`config.mk`:
```
export PLATFORM = sky130hd
export DESIGN_NAME = bf3_queue
export DESIGN_NICKNAME = d
export VERILOG_FILES = /design/src/rtl/core/bf3_pkg.sv /design/src/rtl/core/bf3_queue.sv
export SDC_FILE = /design/constraint.sdc
export NUM_CORES = 1
export LEC_CHECK = 0
export BUFFER_PORTS_ARGS = -buffer_cell sky130_fd_sc_hd__buf_2
export CAP_MARGIN = 20
export CELL_PAD_IN_SITES_DETAIL_PLACEMENT = 1
export CELL_PAD_IN_SITES_GLOBAL_PLACEMENT = 2
export CORE_MARGIN = 5
export CORE_UTILIZATION = 40
export DETAILED_ROUTE_END_ITERATION = 10
export PLACE_DENSITY = 0.73
export RECOVER_POWER = 25
export SLEW_MARGIN = 20
export SYNTH_ARGS = -nofsm -noshare
export SYNTH_HDL_FRONTEND = slang
export SYNTH_SLANG_ARGS = --single-unit
export TNS_END_PERCENT = 20
```
`constraint.sdc`:
```
create_clock -name clock -period 6.9 [get_ports clock]
set_input_delay 1.38 -clock clock [delete_from_list [all_inputs] [get_ports clock]]
set_output_delay 1.38 -clock clock [all_outputs]
set_load 0.01 [all_outputs]
```
`src/rtl/core/bf3_pkg.sv`:
```
// ----------------------------------------------------------------------------
// bf3_pkg
// Shared constants, payload types and codes of the 3x3 box filter.
// ----------------------------------------------------------------------------
package bf3_pkg;

   // geometry and sample size
   localparam int MAX_WIDTH     = 2048;
   localparam int HEIGHT_LIMIT  = 2048;
   localparam int PIXEL_BITS    = 16;
   localparam int FIELD_BITS    = 16;
   localparam int CFG_BITS      = 12;
   localparam int MIN_DIM       = 3;
   localparam int WIDTH_RESET   = 640;
   localparam int HEIGHT_RESET  = 480;
   localparam int COL_BITS      = $clog2(MAX_WIDTH);
   localparam int WIDTH_BITS    = COL_BITS + 1;
   localparam int ROW_BITS      = $clog2(HEIGHT_LIMIT);
   localparam int HEIGHT_BITS   = ROW_BITS + 1;

   // window sum and divide by nine: floor(x / 9) == (x * RECIP_MUL) >> RECIP_SHIFT
   // for every x below 2**SUM_BITS, since RECIP_MUL * 9 exceeds 2**RECIP_SHIFT by 8
   localparam int SUM_BITS      = PIXEL_BITS + 4;
   localparam int ROUND_BIAS    = 4;
   localparam int RECIP_SHIFT   = SUM_BITS + 4;
   localparam int RECIP_BITS    = RECIP_SHIFT - 3;
   localparam int PROD_BITS     = SUM_BITS + RECIP_BITS;
   localparam logic [RECIP_BITS-1:0] RECIP_MUL = RECIP_BITS'((2**RECIP_SHIFT + 8) / 9);

   // queue between front and back
   localparam int QUEUE_DEPTH      = 4;
   localparam int QUEUE_PTR_BITS   = $clog2(QUEUE_DEPTH);
   localparam int QUEUE_LEVEL_BITS = QUEUE_PTR_BITS + 1;

   // configuration register indexes
   localparam int CSR_INDEX_BITS = 1;
   typedef enum logic [CSR_INDEX_BITS-1:0] {
      CSR_IMAGE_WIDTH  = 1'b0,
      CSR_IMAGE_HEIGHT = 1'b1
   } bf3_csr_index_type;

   typedef struct packed {
      logic [FIELD_BITS-1:0] pixel;
      logic                  frame_start;
   } bf3_req_type;

   typedef struct packed {
      logic [FIELD_BITS-1:0] mean_value;
      logic                  row_end;
      logic                  frame_end;
   } bf3_rsp_type;

   // one classified pixel with its column from the two line stores
   typedef struct packed {
      logic [PIXEL_BITS-1:0] up;
      logic [PIXEL_BITS-1:0] mid;
      logic [PIXEL_BITS-1:0] px;
      logic                  emit;
      logic                  last_col;
      logic                  last_row;
   } bf3_item_type;

endpackage

```
`src/rtl/core/bf3_queue.sv`:
```
// ----------------------------------------------------------------------------
// bf3_queue
// Short first-in first-out queue of classified pixels between front and back.
// ----------------------------------------------------------------------------
module bf3_queue import bf3_pkg::*; (
   input  logic                        clock,
   input  logic                        reset,
   input  logic                        push,
   input  bf3_item_type                push_item,
   input  logic                        pop,
   output logic                        head_valid,
   output bf3_item_type                head_item,
   output logic [QUEUE_LEVEL_BITS-1:0] level
);

   bf3_item_type                entry_ff [QUEUE_DEPTH];
   logic [QUEUE_PTR_BITS-1:0]   wr_ptr_ff, rd_ptr_ff;
   logic [QUEUE_LEVEL_BITS-1:0] level_ff, level_in;

   always_comb begin
      level_in = level_ff;
      if (push && !pop) begin
         level_in = level_ff + QUEUE_LEVEL_BITS'(1);
      end else if (pop && !push) begin
         level_in = level_ff - QUEUE_LEVEL_BITS'(1);
      end
   end

   always_ff @(posedge clock) begin
      if (reset) begin
         wr_ptr_ff <= '0;
         rd_ptr_ff <= '0;
         level_ff  <= '0;
      end else begin
         level_ff <= level_in;
         if (push) begin
            wr_ptr_ff <= wr_ptr_ff + QUEUE_PTR_BITS'(1);
         end
         if (pop) begin
            rd_ptr_ff <= rd_ptr_ff + QUEUE_PTR_BITS'(1);
         end
      end
   end

   always_ff @(posedge clock) begin
      if (push) begin
         entry_ff[wr_ptr_ff] <= push_item;
      end
   end

   assign head_valid = level_ff != '0;
   assign head_item  = entry_ff[rd_ptr_ff];
   assign level      = level_ff;

endmodule

```
==> reports/metrics.cfg <==
[worst_setup_path]
start_kind=flip-flop
path_max_fanout=35
cp_slowest_cell=buf_4
worstPathRequired_ps=5520
r2r_slack_ps=4820
worstPathArrival_ps=2550
path_cells=buf_4 > mux4_1 > buf_2
critPathTopFamily=buffers and inverters
critPathMaxStageDelay_ps=680
r2r_start=wr_ptr_ff[1]
worstRegToRegCells=4
crit_buf_inv=2
path_class=reg2out
cp-end-kind=primary output
r2r_end=entry_ff[1][46]

[finish]
n_antenna_cell=0
layout-drive-gt1-share_pct=37.1
layout_common_cells=edfxtp_1 (204), buf_2 (75), mux4_2 (50)
area_growth_pct=19.5
final_common_cell=edfxtp_1
fin_cells=721
final_nets=499
fin_util_pct=48.3

[run_status]
status=completed

[route]
drt-total-wl_um=14700
drc=0
vias_per_cell=4.93
drt_iter0_markers=144
final_antenna_net_count=0
dr_total_vias=3558
drt-pass1-iter-count=4
wl_per_cell_um=20.4

[hold_path]
hold_depth=2
hp-class=reg2reg
hold_path_end=rd_ptr_ff[1]
hold_start=rd_ptr_ff[1]

[cts]
cts_tree=done
cts_setup_buffers=0
clock_sinks=213
htreeDepth=1
ctsLongestPathBuffers=3
cts_resized=0
insertion_delay_ps=490
numCtsBuffers=24
cts_hold_buf=0
root_buffer=clkbuf_16
clk_pin_slew_worst_paths_ps=60

[synth]
syn_area_mm2=0.00784
yosys-top-cells-area=edfxtp_1 (78%), mux4_2 (14%), dfxtp_1 (2.3%)
synth_warnings=0
yosysSeqAreaShare_pct=80.4
mappedNetlistNets=371
syn_area_per_cell_um2=25.3
synthCells=310
yosys.area.top_type=edfxtp_1
synth_top_area_share_pct=78.1
synth_seq_cells=213
synth_cell_types=21

[placement]
dpl.cell_count=677
port_buffers=109
globalplace.congestion=0.644
dp_hpwl_um=8990

[floorplanning]
die_w_um=150
die_h_um=150
dieArea_mm2=0.0225
io_pins=110
fp-row-count=51
core_area_mm2=0.0194
start_util_pct=40.4

[timing]
finalMaxSlewViolations=0
timing.final.crit_share_pct=57.0
finalSetupTns_ps=0
rsz0062_at_grt=false
hold_viol=0
tightest_slew_ps=809
setup_viol=0
slew_headroom_pct=46.0
clock_skew_ps=6.26
period_minus_slack_ps=3930
max_freq_mhz=254

[grt]
grt_max_degree=36
overflow=0
track_usage_pct=13.3
grt_pass1_wl_um=22600
antenna_found_initial=2
grt_pass1_vias=3985

[pwr]
leakage_nw=3.11
irDropWorstVdd_v=0.000233
power_density_mw_per_mm2=321

[job]
maxCapViolations=0

layer usage:
layer  track usage (%)  vias to the layer above  part of all wire, %
li1                  -                     1571                    -
met1              17.5                     1852                   41
met2              22.3                      103                   50
met3              3.51                       28                  6.5
met4              3.11                        4                  1.6
met5                 0                        -                 0.23
cells by family (layout without fill, tap and decap cells):
| group | after synthesis | count (layout) | synth area share (%) |
|---|---|---|---|
| flip-flops | 213 | 213 | 80.4 |
| AND/OR/NAND/NOR | 14 | 14 | 0.862 |
| multiplexers | 53 | 53 | 15.0 |
| AO/OA/AOI/OAI | 2 | 2 | 0.128 |
| buffers and inverters | 17 | 163 | 2.03 |
| adder cells (fa/ha/maj) | 6 | 6 | 1.05 |
| XOR/XNOR | 5 | 5 | 0.559 |
state kept, by name, indices dropped and copies added (netlist names), named ones only:
register   flops
entry_ff     204
level          3
rd_ptr_ff      2
wr_ptr_ff      2
worst max path at each step:
stage	start	end	slack, ps	cells after the start
3_5_place_dp	flip-flop	head_item[41]	3380	3
4_1_cts	flip-flop	head_item[41]	2850	3
6_report	flip-flop	head_item[41]	2970	3
5_1_grt	flip-flop	head_item[41]	2750	3
2_1_floorplan	push	entry_ff[0][0]	3890	1
3_3_place_gp	flip-flop	head_item[41]	3360	3
cell type report:
class	instances	area [um^2]
multi-input combinational	80	1380
tap	265	332
clock buffer	29	641
inverter	4	15.0
clock inverter	15	144
sequential	213	6310
fill	1797	10000
timing repair buffer	115	548
tightest hold or removal path: stages (launching register included):
cell and delay [ps]:
dfxtp_1 320, xor2_1 70, nor2_1 100
cells in the mapped netlist:
| library cell | instances |
|---|---|
| xnor2_1 | 2 |
| buf_12 | 5 |
| mux4_1 | 1 |
| nand2_1 | 1 |
| clkbuf_1 | 1 |
| dfxtp_1 | 9 |
| inv_1 | 4 |
| mux4_2 | 50 |
| buf_1 | 1 |
| buf_6 | 1 |
| fa_1 | 1 |
| o21ai_0 | 1 |
| edfxtp_1 | 204 |
| a21oi_1 | 1 |
| buf_2 | 5 |
| mux2i_1 | 2 |
| ha_1 | 5 |
| and2_1 | 4 |
| or3_1 | 2 |
| nor2_1 | 7 |
| xor2_1 | 3 |
power breakdown:
| group | total [mW] | switching [mW] | leakage (nW) | internal [mW] |
|---|---|---|---|---|
| registers | 1.51 | 0.0268 | 1.95 | 1.48 |
| logic | 0.262 | 0.141 | 0.778 | 0.121 |
| clock network | 1.24 | 0.466 | 0.384 | 0.770 |
| total | 3.01 | 0.634 | 3.11 | 2.38 |
through the flow:
step           cell area, um^2  setup slack, ps  hold slack, ps  power (mW)
2_1_floorplan             7840             3890             485        1.70
5_1_grt                   9370             2750             592        3.14
3_5_place_dp              8630             3380             526        1.82
3_3_place_gp              8630             3360             502        1.80
4_1_cts                   9410             2850             540        3.06
6_report                  9370             2970             533        3.01
Power figures use the tool's default switching activity.
