[config.mk]
export PLATFORM = sky130hd
export DESIGN_NAME = bf3_back
export DESIGN_NICKNAME = d
export VERILOG_FILES = /design/src/rtl/core/bf3_pkg.sv /design/src/rtl/core/bf3_back.sv
export SDC_FILE = /design/constraint.sdc
export NUM_CORES = 1
export LEC_CHECK = 0
export BUFFER_PORTS_ARGS = -buffer_cell sky130_fd_sc_hd__buf_2
export CAP_MARGIN = 20
export CORE_ASPECT_RATIO = 0.75
export CORE_UTILIZATION = 60
export DETAILED_ROUTE_END_ITERATION = 8
export PLACE_DENSITY = 0.79
export RECOVER_POWER = 100
export SYNTH_ARGS = -nofsm -noshare
export SYNTH_HDL_FRONTEND = slang
export SYNTH_SLANG_ARGS = --single-unit
[constraint.sdc]
create_clock -name clock -period 8 [get_ports clock]
set_input_delay 0.4 -clock clock [delete_from_list [all_inputs] [get_ports clock]]
set_output_delay 0.4 -clock clock [all_outputs]
set_load 0.03 [all_outputs]
[src/rtl/core/bf3_pkg.sv]
// ----------------------------------------------------------------------------
// bf3_pkg
// Shared constants, payload types and codes of the 3x3 box filter.
// ----------------------------------------------------------------------------
package bf3_pkg;

   // geometry and sample size
   localparam int MAX_WIDTH     = 2048;
   localparam int HEIGHT_LIMIT  = 2048;
   localparam int PIXEL_BITS    = 16;
   localparam int FIELD_BITS    = 16;
   localparam int CFG_BITS      = 12;
   localparam int MIN_DIM       = 3;
   localparam int WIDTH_RESET   = 640;
   localparam int HEIGHT_RESET  = 480;
   localparam int COL_BITS      = $clog2(MAX_WIDTH);
   localparam int WIDTH_BITS    = COL_BITS + 1;
   localparam int ROW_BITS      = $clog2(HEIGHT_LIMIT);
   localparam int HEIGHT_BITS   = ROW_BITS + 1;

   // window sum and divide by nine: floor(x / 9) == (x * RECIP_MUL) >> RECIP_SHIFT
   // for every x below 2**SUM_BITS, since RECIP_MUL * 9 exceeds 2**RECIP_SHIFT by 8
   localparam int SUM_BITS      = PIXEL_BITS + 4;
   localparam int ROUND_BIAS    = 4;
   localparam int RECIP_SHIFT   = SUM_BITS + 4;
   localparam int RECIP_BITS    = RECIP_SHIFT - 3;
   localparam int PROD_BITS     = SUM_BITS + RECIP_BITS;
   localparam logic [RECIP_BITS-1:0] RECIP_MUL = RECIP_BITS'((2**RECIP_SHIFT + 8) / 9);

   // queue between front and back
   localparam int QUEUE_DEPTH      = 4;
   localparam int QUEUE_PTR_BITS   = $clog2(QUEUE_DEPTH);
   localparam int QUEUE_LEVEL_BITS = QUEUE_PTR_BITS + 1;

   // configuration register indexes
   localparam int CSR_INDEX_BITS = 1;
   typedef enum logic [CSR_INDEX_BITS-1:0] {
      CSR_IMAGE_WIDTH  = 1'b0,
      CSR_IMAGE_HEIGHT = 1'b1
   } bf3_csr_index_type;

   typedef struct packed {
      logic [FIELD_BITS-1:0] pixel;
      logic                  frame_start;
   } bf3_req_type;

   typedef struct packed {
      logic [FIELD_BITS-1:0] mean_value;
      logic                  row_end;
      logic                  frame_end;
   } bf3_rsp_type;

   // one classified pixel with its column from the two line stores
   typedef struct packed {
      logic [PIXEL_BITS-1:0] up;
      logic [PIXEL_BITS-1:0] mid;
      logic [PIXEL_BITS-1:0] px;
      logic                  emit;
      logic                  last_col;
      logic                  last_row;
   } bf3_item_type;

endpackage

[src/rtl/core/bf3_back.sv]
// ----------------------------------------------------------------------------
// bf3_back
// Window column sums, rounded divide by nine and the result register.
// ----------------------------------------------------------------------------
module bf3_back import bf3_pkg::*; (
   input  logic         clock,
   input  logic         reset,
   input  logic         head_valid,
   input  bf3_item_type head_item,
   output logic         pop,
   output logic         rsp_valid,
   input  logic         rsp_ready,
   output bf3_rsp_type  rsp_payload
);

   // sums of the two previous window columns
   logic [SUM_BITS-1:0]  col_sum_ff;
   logic [SUM_BITS-1:0]  pair_sum_ff;

   logic                 b1_valid_ff;
   logic [SUM_BITS-1:0]  b1_total_ff;
   logic                 b1_row_end_ff, b1_frame_end_ff;

   logic                 b2_valid_ff;
   logic [PROD_BITS-1:0] b2_prod_ff;
   logic                 b2_row_end_ff, b2_frame_end_ff;

   logic                 rsp_valid_ff;
   bf3_rsp_type          rsp_ff;

   logic [SUM_BITS-1:0]  col_sum_in, total_in;
   logic                 rsp_load, b2_load, b1_load;

   assign rsp_load = !rsp_valid_ff || rsp_ready;
   assign b2_load  = !b2_valid_ff || rsp_load;
   assign b1_load  = !b1_valid_ff || b2_load;

   // a border pixel only moves the window, so it never waits on the pipe
   assign pop = head_valid && (!head_item.emit || b1_load);

   assign col_sum_in = SUM_BITS'(head_item.up) + SUM_BITS'(head_item.mid)
                     + SUM_BITS'(head_item.px);
   assign total_in   = col_sum_in + pair_sum_ff + SUM_BITS'(ROUND_BIAS);

   always_ff @(posedge clock) begin
      if (reset) begin
         col_sum_ff   <= '0;
         pair_sum_ff  <= '0;
         b1_valid_ff  <= 1'b0;
         b2_valid_ff  <= 1'b0;
         rsp_valid_ff <= 1'b0;
      end else begin
         if (pop) begin
            col_sum_ff  <= col_sum_in;
            pair_sum_ff <= col_sum_ff + col_sum_in;
         end
         if (b1_load) begin
            b1_valid_ff <= pop && head_item.emit;
         end
         if (b2_load) begin
            b2_valid_ff <= b1_valid_ff;
         end
         if (rsp_load) begin
            rsp_valid_ff <= b2_valid_ff;
         end
      end
   end

   always_ff @(posedge clock) begin
      if (b1_load) begin
         b1_total_ff     <= total_in;
         b1_row_end_ff   <= head_item.last_col;
         b1_frame_end_ff <= head_item.last_col && head_item.last_row;
      end
      if (b2_load) begin
         b2_prod_ff      <= PROD_BITS'(b1_total_ff) * PROD_BITS'(RECIP_MUL);
         b2_row_end_ff   <= b1_row_end_ff;
         b2_frame_end_ff <= b1_frame_end_ff;
      end
      if (rsp_load) begin
         rsp_ff.mean_value <= FIELD_BITS'(b2_prod_ff[RECIP_SHIFT +: PIXEL_BITS]);
         rsp_ff.row_end    <= b2_row_end_ff;
         rsp_ff.frame_end  <= b2_frame_end_ff;
      end
   end

   assign rsp_valid   = rsp_valid_ff;
   assign rsp_payload = rsp_ff;

endmodule

==> impl_metrics.env <==
export IMPL_syn_to_final_growth_pct=8.32
export IMPL_slew_headroom_pct=-23.4
export IMPL_avgSynthCellArea_um2=10.1
export IMPL_yosysTopAreaCell="ha_1"
export IMPL_antennaDiodeCount=0
export IMPL_drv_cap=2
export IMPL_vias=7589
export IMPL_worst_ep_arrival_time_ns=6.59
export IMPL_min_from="head_item[1]"
export IMPL_layout_commonest_cell="ha_1"
export IMPL_hp_class="input port to flip-flop"
export IMPL_synth_edf_count=58
export IMPL_crit_type="flip-flop to flip-flop"
export IMPL_synth_cell_types=56
export IMPL_dieArea_um2=18500
export IMPL_finalCritPeriodShare_pct=81.0
export IMPL_drt_iter0_drc=451
export IMPL_grt_antenna_before_repair=0
export IMPL_crit_required_ns=8.11
export IMPL_dr_pass1_iters=5
export IMPL_post_cts_setup_buffers=0
export IMPL_track_usage_pct=24.7
export IMPL_synthFlopType="edfxtp_1"
export IMPL_holdPathStages=1
export IMPL_grt_max_degree=47
export IMPL_cts_hold_buf=0
export IMPL_startpoint_type="flip-flop"
export IMPL_dp_hpwl_um=17500
export IMPL_cp_slowest_cell="a221oi_1"
export IMPL_gp_congestion=0.993
export IMPL_critPathMostFrequentCell="fa_1"
export IMPL_overflow=0
export IMPL_die_width_um=157
export IMPL_die_y_um=118
export IMPL_r2r_start="b1_total_ff[6]"
export IMPL_root_buffer="clkbuf_16"
export IMPL_boundaryPins=75
export IMPL_drive_gt1_share_pct=6.54
export IMPL_port_buffers=74
export IMPL_rr_worst_depth=19
export IMPL_clk_pin_slew_worst_paths_ns=0.08
export IMPL_cts_tree="done"
export IMPL_fin_skew_ns=0.00927
export IMPL_start_util_pct=61.2
export IMPL_stdcell_count=1388
export IMPL_cts_resized=0
export IMPL_crit_buf_inv=4
export IMPL_rsz0062_at_grt="false"
export IMPL_drt_total_wl_um=21100
export IMPL_worst_path_max_fanout=4
export IMPL_dp_cells=1371
export IMPL_core_um2=17600
export IMPL_postSynthRegisterBits=98
export IMPL_cts_htree_levels=3
export IMPL_crit_family="adder cells"
export IMPL_critPathCaptureType="flip-flop"
export IMPL_fp_row_count=42
export IMPL_reg2reg_to="b2_prod_ff[39]"
export IMPL_hold_viol=0
export IMPL_wl_per_cell_um=15.2
export IMPL_numCtsBuffers=9
export IMPL_nets=1514
export IMPL_outcome="complete, but fails checks"
export IMPL_syn_inst=1066
export IMPL_crit_chain="inv_1 > fa_1 > inv_1 > ha_1 > fa_1 > fa_1 > inv_1 > fa_1 > fa_1 > inv_1 > ha_1 > a21oi_1 > o21ai_0 > nor4_1 > a221oi_1 > a221oi_1 > o21ai_0 > o41ai_2 > xnor2_1"
export IMPL_period_needed_ns=6.48
export IMPL_grt_pass1_wl_um=35600
export IMPL_cts_sinks=98
export IMPL_final_setup_viol_count=0
export IMPL_final_cell_mix="210 x ha_1, 181 x inv_1, 108 x fa_1, 83 x a21oi_1, 76 x nand2_1"
export IMPL_ys_async_sr_fraction_pct=0
export IMPL_synthTopCellsByArea="ha_1 24%, fa_1 20%, edfxtp_1 16%"
export IMPL_slew_violations=81
export IMPL_max_freq_ghz=0.154
export IMPL_regToRegSetupSlack_ns=1.52
export IMPL_ys_seq_area_share_pct=23.6
export IMPL_synth_top_area_share_pct=24.4
export IMPL_syn_num_nets=1439
export IMPL_grt_pass1_vias=7250
export IMPL_fin_setup_tns_ns=0
export IMPL_insertion_delay_ns=0.36
export IMPL_min_delay_worst_endpoint="b1_row_end_ff"
export IMPL_max_stage_delay_ns=0.59
export IMPL_drc_errors=0
export IMPL_worst_slew_pin_transition_ns=1.85
export IMPL_cts_buffer_depth=2
export IMPL_synthesis_area_um2=10800
export IMPL_ant_nets=0
export IMPL_yosys_warnings=0
export IMPL_routed_via_density=5.47
export IMPL_violations="max-capacitance violations, max-slew violations"
-- cells in the mapped netlist (all sizes together) (5+ instances only) --
library cell	instances
a211oi	9
xnor2	38
ha	210
a21oi	83
nand3b	5
nor3	11
edfxtp	58
clkbuf	9
o21a	7
fa	108
o22ai	5
inv	181
nand2b	6
nor2	44
nor2b	11
xor2	25
and3	5
nand3	17
o21ai	30
a21o	22
nand4	5
nand2	76
or3	5
o211ai	5
dfxtp	40
-- cell type report --
type                       count  area, um2
clock inverter                 6       66.3
fill                        1396       5940
tap                          242        303
multi-input combinational    774       7480
clock buffer                  10        239
inverter                     181        679
timing repair buffer          77        354
sequential                    98       2540
-- layer usage --
layer / up-vias / global-route usage [%] / part of all wire, %
met3: 9 / 4.68 / 5.2
met2: 153 / 35.4 / 43
met5: - / 0 / 0
met4: 0 / 3.55 / 0.59
li1: 3769 / - / -
met1: 3658 / 39.1 / 51
-- flip-flops by register name, summed over array words and instances (netlist names) --
name	cells
b1_frame_end_ff	1
b1_row_end_ff	1
b1_total_ff	20
b1_valid_ff	1
b2_frame_end_ff	1
b2_prod_ff	16
b2_row_end_ff	1
b2_valid_ff	1
col_sum_ff	18
pair_sum_ff	19
rsp_payload	18
rsp_valid	1
-- kinds of logic after synthesis --
logic type      count (synthesis)  share of synthesized area [%]
fa+ha+maj                     318                           44.5
simple gates                  197                           8.49
compound gates                195                           11.4
buf+inv                       194                           6.76
flops                          98                           23.6
xor+xnor                       63                           5.12
mux                             1                         0.0930
-- stage by stage --
step	utilization (%)	worst slack (ns)	cell area, um2	hold WS [ns]
final	66.3	1.52	11700	0.228
after global routing	66.3	1.15	11700	0.223
after CTS	66.5	1.79	11700	0.211
after detailed placement	64.8	1.79	11400	0.407
after global placement	64.8	2.00	11400	0.403
after floorplan	-	2.36	10800	0.400
-- worst reg2reg max path: stages, from the launching register on --
cell      delay [ns]
edfxtp_1        0.45
inv_1           0.10
fa_1            0.54
inv_1           0.07
ha_1            0.38
fa_1            0.53
fa_1            0.55
inv_1           0.06
fa_1            0.50
fa_1            0.55
inv_1           0.04
ha_1            0.33
a21oi_1         0.21
o21ai_0         0.16
nor4_1          0.29
a221oi_1        0.21
a221oi_1        0.59
o21ai_0         0.29
o41ai_2         0.29
xnor2_1         0.09
-- worst max path at each step --
| stage | depth (start not counted) | from | slack, ns | endpoint |
|---|---|---|---|---|
| after CTS | 19 | b1_total_ff[6] | 1.79 | b2_prod_ff[38] |
| after global placement | 19 | b1_total_ff[6] | 2.00 | b2_prod_ff[39] |
| after floorplan | 19 | b1_total_ff[6] | 2.36 | b2_prod_ff[38] |
| after detailed placement | 19 | b1_total_ff[6] | 1.79 | b2_prod_ff[38] |
| after global routing | 19 | b1_total_ff[7] | 1.15 | b2_prod_ff[39] |
| final | 19 | b1_total_ff[6] | 1.52 | b2_prod_ff[39] |
Power is left out: the tool's default activity adds up to more than one toggle a clock period on the data nets, which glitch-free logic cannot reach.
